<file path="src/design/tcprff_pkg.sv">
// Shared constants, types and codes of the TCP receive frame filter.
package tcprff_pkg;

    localparam int MAX_FRAME_BYTES = 2048;
    localparam int CNT_W           = $clog2(MAX_FRAME_BYTES + 1);

    localparam int ADDR_W = 4;
    localparam int DATA_W = 32;

    localparam logic [1:0] REG_LOCAL_IP    = 2'd0;
    localparam logic [1:0] REG_LOCAL_PORT  = 2'd1;
    localparam logic [1:0] REG_REMOTE_PORT = 2'd2;

    localparam logic [15:0] ETHERTYPE_IPV4     = 16'h0800;
    localparam logic [7:0]  PROTO_TCP          = 8'd6;
    localparam logic [15:0] DEFAULT_LOCAL_PORT = 16'd49153;
    localparam int          ETH_HDR_BYTES      = 14;
    localparam int          TCP_BASE_BYTES     = 20;
    localparam int          MIN_FRAME          = 14 + 20 + 20;
    localparam logic [3:0]  MIN_HDR_WORDS      = 4'd5;

    localparam int POS_ETYPE_HI = 12;
    localparam int POS_ETYPE_LO = 13;
    localparam int POS_IHL      = 14;
    localparam int POS_TLEN_HI  = 16;
    localparam int POS_TLEN_LO  = 17;
    localparam int POS_PROTO    = 23;
    localparam int POS_DST_LO   = 30;
    localparam int POS_DST_HI   = 33;

    localparam int TCP_SPORT_END = 2;
    localparam int TCP_DPORT_END = 4;
    localparam int TCP_SEQ_END   = 8;
    localparam int TCP_ACK_END   = 12;
    localparam int TCP_OFFSET    = 12;
    localparam int TCP_FLAGS     = 13;

    localparam int OUT_TDATA_W = 104;

    typedef enum logic [2:0] {
        RSN_OK       = 3'd0,
        RSN_SHORT    = 3'd1,
        RSN_NOT_IPV4 = 3'd2,
        RSN_NOT_TCP  = 3'd3,
        RSN_DST_IP   = 3'd4,
        RSN_HEADER   = 3'd5,
        RSN_DST_PORT = 3'd6,
        RSN_SRC_PORT = 3'd7
    } t_reason;

    typedef struct packed {
        logic [CNT_W-1:0] count;
        logic [15:0]      ether_type;
        logic [7:0]       ip_protocol;
        logic [3:0]       ip_header_words;
        logic [15:0]      ip_total_length;
        logic [31:0]      ip_destination;
        logic [15:0]      tcp_sport;
        logic [15:0]      tcp_dport;
        logic [31:0]      sequence_nr;
        logic [31:0]      ack_nr;
        logic [3:0]       tcp_header_words;
        logic [7:0]       flags;
    } t_frame;

    typedef struct packed {
        logic        accepted;
        t_reason     reason;
        logic [7:0]  tcp_flags;
        logic [31:0] seq_number;
        logic [31:0] ack_number;
        logic [7:0]  payload_offset;
        logic [15:0] payload_length;
    } t_result;

endpackage

</file>
<file path="src/design/tcprff_capture.sv">
// Per-byte header capture and running frame state.
module tcprff_capture
    import tcprff_pkg::*;
(
    input  logic       i_clk,
    input  logic       i_rst_n,
    input  logic       i_take,
    input  logic [7:0] i_byte,
    input  logic       i_last,
    output t_frame     o_next
);

    t_frame           r_frame;
    t_frame           n_frame;
    logic [CNT_W-1:0] pos;
    logic [CNT_W-1:0] tcp_start;
    logic [CNT_W-1:0] rel;

    always_comb begin
        pos       = r_frame.count;
        tcp_start = CNT_W'(ETH_HDR_BYTES) + {{(CNT_W-6){1'b0}}, r_frame.ip_header_words, 2'b00};
        rel       = pos - tcp_start;
        n_frame   = r_frame;
        if (pos < CNT_W'(MAX_FRAME_BYTES)) begin
            n_frame.count = pos + CNT_W'(1);
            if (pos == CNT_W'(POS_ETYPE_HI) || pos == CNT_W'(POS_ETYPE_LO)) begin
                n_frame.ether_type = {r_frame.ether_type[7:0], i_byte};
            end else if (pos == CNT_W'(POS_IHL)) begin
                n_frame.ip_header_words = i_byte[3:0];
            end else if (pos == CNT_W'(POS_TLEN_HI) || pos == CNT_W'(POS_TLEN_LO)) begin
                n_frame.ip_total_length = {r_frame.ip_total_length[7:0], i_byte};
            end else if (pos == CNT_W'(POS_PROTO)) begin
                n_frame.ip_protocol = i_byte;
            end else if (pos >= CNT_W'(POS_DST_LO) && pos <= CNT_W'(POS_DST_HI)) begin
                n_frame.ip_destination = {r_frame.ip_destination[23:0], i_byte};
            end
            if (pos > CNT_W'(POS_IHL) && r_frame.ip_header_words >= MIN_HDR_WORDS
                    && pos >= tcp_start) begin
                if (rel < CNT_W'(TCP_SPORT_END)) begin
                    n_frame.tcp_sport = {r_frame.tcp_sport[7:0], i_byte};
                end else if (rel < CNT_W'(TCP_DPORT_END)) begin
                    n_frame.tcp_dport = {r_frame.tcp_dport[7:0], i_byte};
                end else if (rel < CNT_W'(TCP_SEQ_END)) begin
                    n_frame.sequence_nr = {r_frame.sequence_nr[23:0], i_byte};
                end else if (rel < CNT_W'(TCP_ACK_END)) begin
                    n_frame.ack_nr = {r_frame.ack_nr[23:0], i_byte};
                end else if (rel == CNT_W'(TCP_OFFSET)) begin
                    n_frame.tcp_header_words = i_byte[7:4];
                end else if (rel == CNT_W'(TCP_FLAGS)) begin
                    n_frame.flags = i_byte;
                end
            end
        end
    end

    always_ff @(posedge i_clk) begin
        if (!i_rst_n) begin
            r_frame <= '0;
        end else if (i_take) begin
            r_frame <= i_last ? '0 : n_frame;
        end
    end

    assign o_next = n_frame;

endmodule

</file>
<file path="src/design/tcprff_verdict.sv">
// Frame checks in priority order and result field computation.
module tcprff_verdict
    import tcprff_pkg::*;
(
    input  t_frame      i_frame,
    input  logic [31:0] i_local_ip,
    input  logic [15:0] i_local_port,
    input  logic [15:0] i_remote_port,
    output t_result     o_result
);

    logic [5:0]       ihl_bytes;
    logic [5:0]       thl_bytes;
    logic [CNT_W-1:0] need_len;
    logic [15:0]      seg_bytes;
    logic [15:0]      data_len;
    t_reason          reason;

    always_comb begin
        ihl_bytes = {i_frame.ip_header_words, 2'b00};
        thl_bytes = {i_frame.tcp_header_words, 2'b00};
        need_len  = CNT_W'(ETH_HDR_BYTES + TCP_BASE_BYTES) + {{(CNT_W-6){1'b0}}, ihl_bytes};
        seg_bytes = (i_frame.ip_total_length > {10'd0, ihl_bytes})
                  ? i_frame.ip_total_length - {10'd0, ihl_bytes} : 16'd0;
        data_len  = (seg_bytes > {10'd0, thl_bytes}) ? seg_bytes - {10'd0, thl_bytes} : 16'd0;

        if (i_frame.count < CNT_W'(MIN_FRAME)) begin
            reason = RSN_SHORT;
        end else if (i_frame.ether_type != ETHERTYPE_IPV4) begin
            reason = RSN_NOT_IPV4;
        end else if (i_frame.ip_protocol != PROTO_TCP) begin
            reason = RSN_NOT_TCP;
        end else if (i_frame.ip_destination != i_local_ip) begin
            reason = RSN_DST_IP;
        end else if (i_frame.ip_header_words < MIN_HDR_WORDS || i_frame.count < need_len) begin
            reason = RSN_HEADER;
        end else if (i_frame.tcp_dport != i_local_port) begin
            reason = RSN_DST_PORT;
        end else if (i_frame.tcp_sport != i_remote_port) begin
            reason = RSN_SRC_PORT;
        end else begin
            reason = RSN_OK;
        end

        o_result        = '0;
        o_result.reason = reason;
        if (reason == RSN_OK) begin
            o_result.accepted       = 1'b1;
            o_result.tcp_flags      = i_frame.flags;
            o_result.seq_number     = i_frame.sequence_nr;
            o_result.ack_number     = i_frame.ack_nr;
            o_result.payload_offset = 8'(ETH_HDR_BYTES) + {2'b00, ihl_bytes}
                                    + {2'b00, thl_bytes};
            o_result.payload_length = data_len;
        end
    end

endmodule

</file>
<file path="src/design/tcp_receive_frame_filter.sv">
// Top level of the TCP receive frame filter: config registers, staging and output register.
//
//  channel   | direction | handshake             | content
//  s_axis    | in        | tvalid/tready         | tdata = frame byte, tlast = last byte
//  m_axis    | out       | tvalid/tready         | tuser = accepted, tdata = verdict and fields
//  apb       | in        | psel/penable, pready  | local_ip, local_port, remote_port
//
// One byte per cycle while s_axis_tready is high. After the last byte the finished
// frame state is staged, then checked into the output register.
// Reset is synchronous, clears frame state and valid flags and sets the config to defaults.
// s_axis_tready drops only while both the staged frame and the output register are full.
module tcp_receive_frame_filter
    import tcprff_pkg::*;
(
    input  logic                   i_clk,
    input  logic                   i_rst_n,
    input  logic                   s_axis_tvalid,
    output logic                   s_axis_tready,
    input  logic [7:0]             s_axis_tdata,   // [7:0] frame_byte
    input  logic                   s_axis_tlast,
    output logic                   m_axis_tvalid,
    input  logic                   m_axis_tready,
    output logic [OUT_TDATA_W-1:0] m_axis_tdata,   // [2:0] reject_reason, [10:3] tcp_flags,
                                                   // [42:11] seq_number, [74:43] ack_number,
                                                   // [82:75] payload_offset,
                                                   // [98:83] payload_length, [103:99] zero
    output logic                   m_axis_tuser,   // [0] accepted
    input  logic                   psel,
    input  logic                   penable,
    input  logic                   pwrite,
    input  logic [ADDR_W-1:0]      paddr,
    input  logic [DATA_W-1:0]      pwdata,
    output logic [DATA_W-1:0]      prdata,
    output logic                   pready
);

    logic [31:0] r_local_ip;
    logic [15:0] r_local_port;
    logic [15:0] r_remote_port;
    t_frame      r_fin;
    logic        r_fin_valid;
    t_result     r_out;
    logic        r_out_valid;
    t_frame      n_frame;
    t_result     n_result;
    logic        take;
    logic        fin_move;
    logic        cfg_wr;

    assign pready        = 1'b1;
    assign cfg_wr        = psel && penable && pwrite && pready;
    assign s_axis_tready = !r_fin_valid || !r_out_valid;
    assign take          = s_axis_tvalid && s_axis_tready;
    assign fin_move      = r_fin_valid && (!r_out_valid || m_axis_tready);

    always_ff @(posedge i_clk) begin
        if (!i_rst_n) begin
            r_local_ip    <= '0;
            r_local_port  <= DEFAULT_LOCAL_PORT;
            r_remote_port <= '0;
        end else if (cfg_wr) begin
            case (paddr[3:2])
                REG_LOCAL_IP:    r_local_ip    <= pwdata;
                REG_LOCAL_PORT:  r_local_port  <= pwdata[15:0];
                REG_REMOTE_PORT: r_remote_port <= pwdata[15:0];
                default: ;
            endcase
        end
    end

    always_comb begin
        case (paddr[3:2])
            REG_LOCAL_IP:    prdata = r_local_ip;
            REG_LOCAL_PORT:  prdata = {16'd0, r_local_port};
            REG_REMOTE_PORT: prdata = {16'd0, r_remote_port};
            default:         prdata = '0;
        endcase
    end

    tcprff_capture u_capture (
        .i_clk   (i_clk),
        .i_rst_n (i_rst_n),
        .i_take  (take),
        .i_byte  (s_axis_tdata),
        .i_last  (s_axis_tlast),
        .o_next  (n_frame)
    );

    tcprff_verdict u_verdict (
        .i_frame       (r_fin),
        .i_local_ip    (r_local_ip),
        .i_local_port  (r_local_port),
        .i_remote_port (r_remote_port),
        .o_result      (n_result)
    );

    // stage finished frame state
    always_ff @(posedge i_clk) begin
        if (!i_rst_n) begin
            r_fin_valid <= 1'b0;
        end else if (take && s_axis_tlast) begin
            r_fin_valid <= 1'b1;
        end else if (fin_move) begin
            r_fin_valid <= 1'b0;
        end
    end

    always_ff @(posedge i_clk) begin
        if (take && s_axis_tlast) begin
            r_fin <= n_frame;
        end
    end

    // hold verdict until taken
    always_ff @(posedge i_clk) begin
        if (!i_rst_n) begin
            r_out_valid <= 1'b0;
        end else if (fin_move) begin
            r_out_valid <= 1'b1;
        end else if (m_axis_tready) begin
            r_out_valid <= 1'b0;
        end
    end

    always_ff @(posedge i_clk) begin
        if (fin_move) begin
            r_out <= n_result;
        end
    end

    assign m_axis_tvalid = r_out_valid;
    assign m_axis_tuser  = r_out.accepted;
    assign m_axis_tdata  = {5'd0, r_out.payload_length, r_out.payload_offset,
                            r_out.ack_number, r_out.seq_number, r_out.tcp_flags,
                            r_out.reason};

    a_accept_ok: assert property (@(posedge i_clk) disable iff (!i_rst_n)
        r_out_valid && r_out.accepted |-> r_out.reason == RSN_OK)
        else $error("accepted verdict carries a reject reason");

    a_reject_zero: assert property (@(posedge i_clk) disable iff (!i_rst_n)
        r_out_valid && !r_out.accepted |->
            r_out.reason != RSN_OK && r_out.seq_number == '0 && r_out.ack_number == '0
            && r_out.payload_length == '0 && r_out.payload_offset == '0)
        else $error("rejected verdict carries segment fields");

    a_last_staged: assert property (@(posedge i_clk) disable iff (!i_rst_n)
        take && s_axis_tlast |=> r_fin_valid)
        else $error("last byte did not stage a frame");

    a_out_drain: assert property (@(posedge i_clk) disable iff (!i_rst_n)
        $past(i_rst_n) && $fell(r_out_valid) |-> $past(m_axis_tready))
        else $error("verdict dropped without being taken");

endmodule

</file>
<file path="config.mk">
export PLATFORM = sky130hd
export DESIGN_NAME = tcp_receive_frame_filter
export DESIGN_NICKNAME = d
export VERILOG_FILES = /design/src/design/tcprff_pkg.sv /design/src/design/tcprff_capture.sv /design/src/design/tcprff_verdict.sv /design/src/design/tcp_receive_frame_filter.sv
export SDC_FILE = /design/constraint.sdc
export NUM_CORES = 1
export LEC_CHECK = 0
export BUFFER_PORTS_ARGS = -buffer_cell sky130_fd_sc_hd__buf_2
export CAP_MARGIN = 40
export CELL_PAD_IN_SITES_DETAIL_PLACEMENT = 2
export CELL_PAD_IN_SITES_GLOBAL_PLACEMENT = 2
export CORE_AREA = 2 2 259 261
export DETAILED_ROUTE_END_ITERATION = 8
export DIE_AREA = 0 0 261 263
export PLACE_DENSITY_LB_ADDON = 0.12
export SLEW_MARGIN = 5
export SYNTH_ARGS = -nofsm -noshare
export SYNTH_HDL_FRONTEND = slang
export SYNTH_SLANG_ARGS = --single-unit
export TNS_END_PERCENT = 5
</file>
<file path="constraint.sdc">
create_clock -name i_clk -period 6.7 [get_ports i_clk]
set_clock_uncertainty 0.05 [all_clocks]
set_input_delay 1.005 -clock i_clk [delete_from_list [all_inputs] [get_ports i_clk]]
set_output_delay 1.005 -clock i_clk [all_outputs]
set_load 0.01 [all_outputs]
</file>
==> metrics <==
status=finished clean; Post-Syn Instances=roughly 2.1k; Final Hold Vio Count=0; Yosys cell types=80; Setup Buffers After CTS=0; CP arrival=between 5 and 6 ns; top_reg_cell synth=edfxtp_1; Required @ worst endpoint=about 7.0 ns; hold-fix buffers at CTS=0; number of global-route vias before repair=roughly 18k; vias post-DR=about 17k; Synth async-reset ratio=0%; kind of critical path=flop to flop; final setup margin=about 1.5 ns; startpoint type of the worst setup path=flop; Clock Latency Late Sink=between 0.6 and 0.7 ns; commonest non-fill, non-tap cell in the layout=edfxtp_1; DRC=0; reg2reg path depth=17; final std cells w/o fill=3129; WHS=about 0.41 ns; r2r setup slk=around 1.5 ns; RD Place Congestion=0.8220; GRT Residual Overflow=0; Initial DRC Count=834; gr usage total=between 20% and 30%; fmax=slightly below 0.2 GHz; Hold Startpoint=u_capture.r_frame[87]; clock buffer depth=3; chip height=approximately 260 um; Period Utilization, post-route=77.40%; pwr dens=roughly 260 nW/um^2; TritonCTS buffer count=slightly above 60; RSZ-0062 raised after global routing=no; PortBufs=between 150 and 200; Post-CTS Resized=0; Post-synth EDFFs=294; Crit Reg-Reg Startpoint=r_fin[159]; CTS clk-pin slew, worst paths=approximately 0.060 ns; Pins Over Slew Limit=0; core area=about 66000 sq um; final wirelength=approximately 70 mm; Worst Hold Path Cells=1; die width=about 260 um; maximum fanout along the worst path=9; Power, Total=7345 uW; Filler Cells Inserted=about 6.6k; post-synthesis cell area=about 24000 sq um; clock root buffer=clkbuf_16; dpl ws=1.512 ns; Setup TNS=0 ns; Yosys reg bits=556; Avg Inst Size Synth=about 12 sq um; r2r endpoint=m_axis_tdata[84]; largest net degree at the start of global routing=128; number of top-level pins=about 190; Worst-Margin Slew=between 0.9 and 1 ns; Syn-to-layout area delta=15.97%; Layout Nets=around 2.3k; most frequent cells in the layout=294 x edfxtp_1, 262 x dfxtp_1, 229 x nand2_1; Max Cap Viol=0; Final setup viols=0; Row Count=94; Hold Crit Class=flop to flop; share of layout cells above drive strength 1=between 20 and 25%; Final min period=slightly above 5 ns; drt pass-1 iters=5; first-pass GRT wire length=109.4 mm; Slew HR=35.15%; Synthesis Warnings=0; Seq/Total Area, Yosys=around three fifths; Final ANT Viol Nets=0; initial antenna violation count=7; DPL Wire Length=~47 mm; dpl cells=between 3k and 4k; critical path endpoint category=flop; effective utilization at floorplan=between 30% and 40%; WL per Instance=22.78 um; CTS HTree Levels=2; Hold Crit Endpoint=u_capture.r_frame[87]; clock sinks=~560; CTS tree=built; peak supply drop=~0.21 mV; drt via density=about 5.4; P_leak=~0.011 uW; die area=68640 sq um
## layer usage
metal,global-route usage [%],wire (um),vias to the layer above
li1,-,-,7764
met4,6.818,2211,0
met2,34.33,34240,335
met3,3.081,2917,122
met5,0,0,-
met1,27.19,31920,8560
## cell type report
type / count / area, sq um / area share [%]
antenna: 2 / 5.005 / 0.01781
clock buffer: 92 / 1723 / 6.130
clock inverter: 24 / 271.5 / 0.9660
inverter: 45 / 176.4 / 0.6277
multi-input combinational: 1328 / 9497 / 33.79
sequential: 556 / 14070 / 50.07
tap: 864 / 1081 / 3.846
timing repair buffer: 218 / 1279 / 4.550
## power by group
group / internal [uW] / switching, uW
registers: 3640 / 37.6
clock network: 1930 / 1420
logic: 86.4 / 223
## metrics by stage
step	utilization (%)	area (sq um)
global route	42.82	28100
floorplan	-	24250
detailed placement	39.78	26110
finish	42.83	28110
CTS	42.82	28100
global placement	39.54	25950
## worst max path at each step
stage,start,endpoint
final,r_fin[159],m_axis_tdata[84]
after global routing,r_fin[159],m_axis_tdata[90]
after CTS,r_fin[159],m_axis_tdata[84]
after detailed placement,r_fin[142],m_axis_tdata[88]
after global placement,r_fin[142],m_axis_tdata[95]
after floorplan,s_axis_tvalid,u_capture.r_frame[98]
## cells in the mapped netlist, drive strengths merged, types with 3 or more instances
| master | n | area share (%) |
|---|---|---|
| a31oi | 6 | 0.15 |
| a211oi | 5 | 0.15 |
| fa | 4 | 0.33 |
| o21a | 6 | 0.19 |
| nand3 | 21 | 0.43 |
| nor2 | 127 | 2.0 |
| or3 | 6 | 0.15 |
| and3b | 7 | 0.25 |
| and2 | 95 | 2.5 |
| nor3 | 23 | 0.50 |
| dfxtp | 262 | 22 |
| a2bb2o | 15 | 0.62 |
| xor2 | 50 | 1.8 |
| ha | 32 | 1.7 |
| o41a | 3 | 0.14 |
| a22o | 48 | 1.7 |
| inv | 45 | 0.70 |
| nand3b | 5 | 0.15 |
| a21oi | 82 | 1.7 |
| or2 | 4 | 0.10 |
| o2bb2ai | 9 | 0.33 |
| nand2b | 5 | 0.13 |
| a21o | 9 | 0.28 |
| a22oi | 83 | 2.6 |
| o21ai | 42 | 0.87 |
| o22ai | 18 | 0.46 |
| edfxtp | 294 | 36 |
| buf | 39 | 0.91 |
| and3 | 10 | 0.26 |
| nand4 | 17 | 0.53 |
| or4 | 5 | 0.15 |
| a211o | 3 | 0.11 |
| a32oi | 8 | 0.29 |
| nor4 | 29 | 0.91 |
| mux2 | 177 | 8.7 |
| or4b | 6 | 0.25 |
| nor3b | 4 | 0.12 |
| clkbuf | 98 | 1.5 |
| xnor2 | 44 | 1.6 |
| nor2b | 14 | 0.36 |
| a311o | 3 | 0.12 |
| nand2 | 230 | 3.6 |
| mux2i | 35 | 1.4 |
## critical path, stage by stage, from the launching register on
cell      delay (ns)
edfxtp_1        0.47
inv_1           0.13
ha_1            0.36
a211o_1         0.34
nor2_1          0.30
nor2_1          0.12
or4_1           0.62
nand2b_1        0.13
ha_1            0.21
fa_1            0.22
nor2b_1         0.07
o21a_1          0.16
nor2_1          0.52
or2_2           0.22
a41oi_1         0.12
o21ai_1         0.56
buf_4           0.28
nor2_1          0.06
## registers in the layout, indices dropped and copies added, names as in the netlist
signal and cells:
u_capture.r_frame 184, r_local_ip 32, m_axis_tdata 98, m_axis_tuser 1, r_remote_port 16, r_fin_valid 1
m_axis_tvalid 1, r_local_port 16, r_fin 195, u_capture.pos 12
## kinds of logic after synthesis
| family | after synthesis | share of synthesized area (%) |
|---|---|---|
| DFF | 556 | 58.07 |
| and+or+nand+nor | 616 | 12.59 |
| AOI/OAI and AO/OA | 363 | 10.64 |
| other | 2 | 0.03099 |
| xor gates and xnor gates | 94 | 3.397 |
| muxes | 212 | 10.17 |
| buffers and inverters | 182 | 3.124 |
| adders and majority gates | 36 | 1.983 |
No activity file was read; power rests on OpenSTA's default activity.
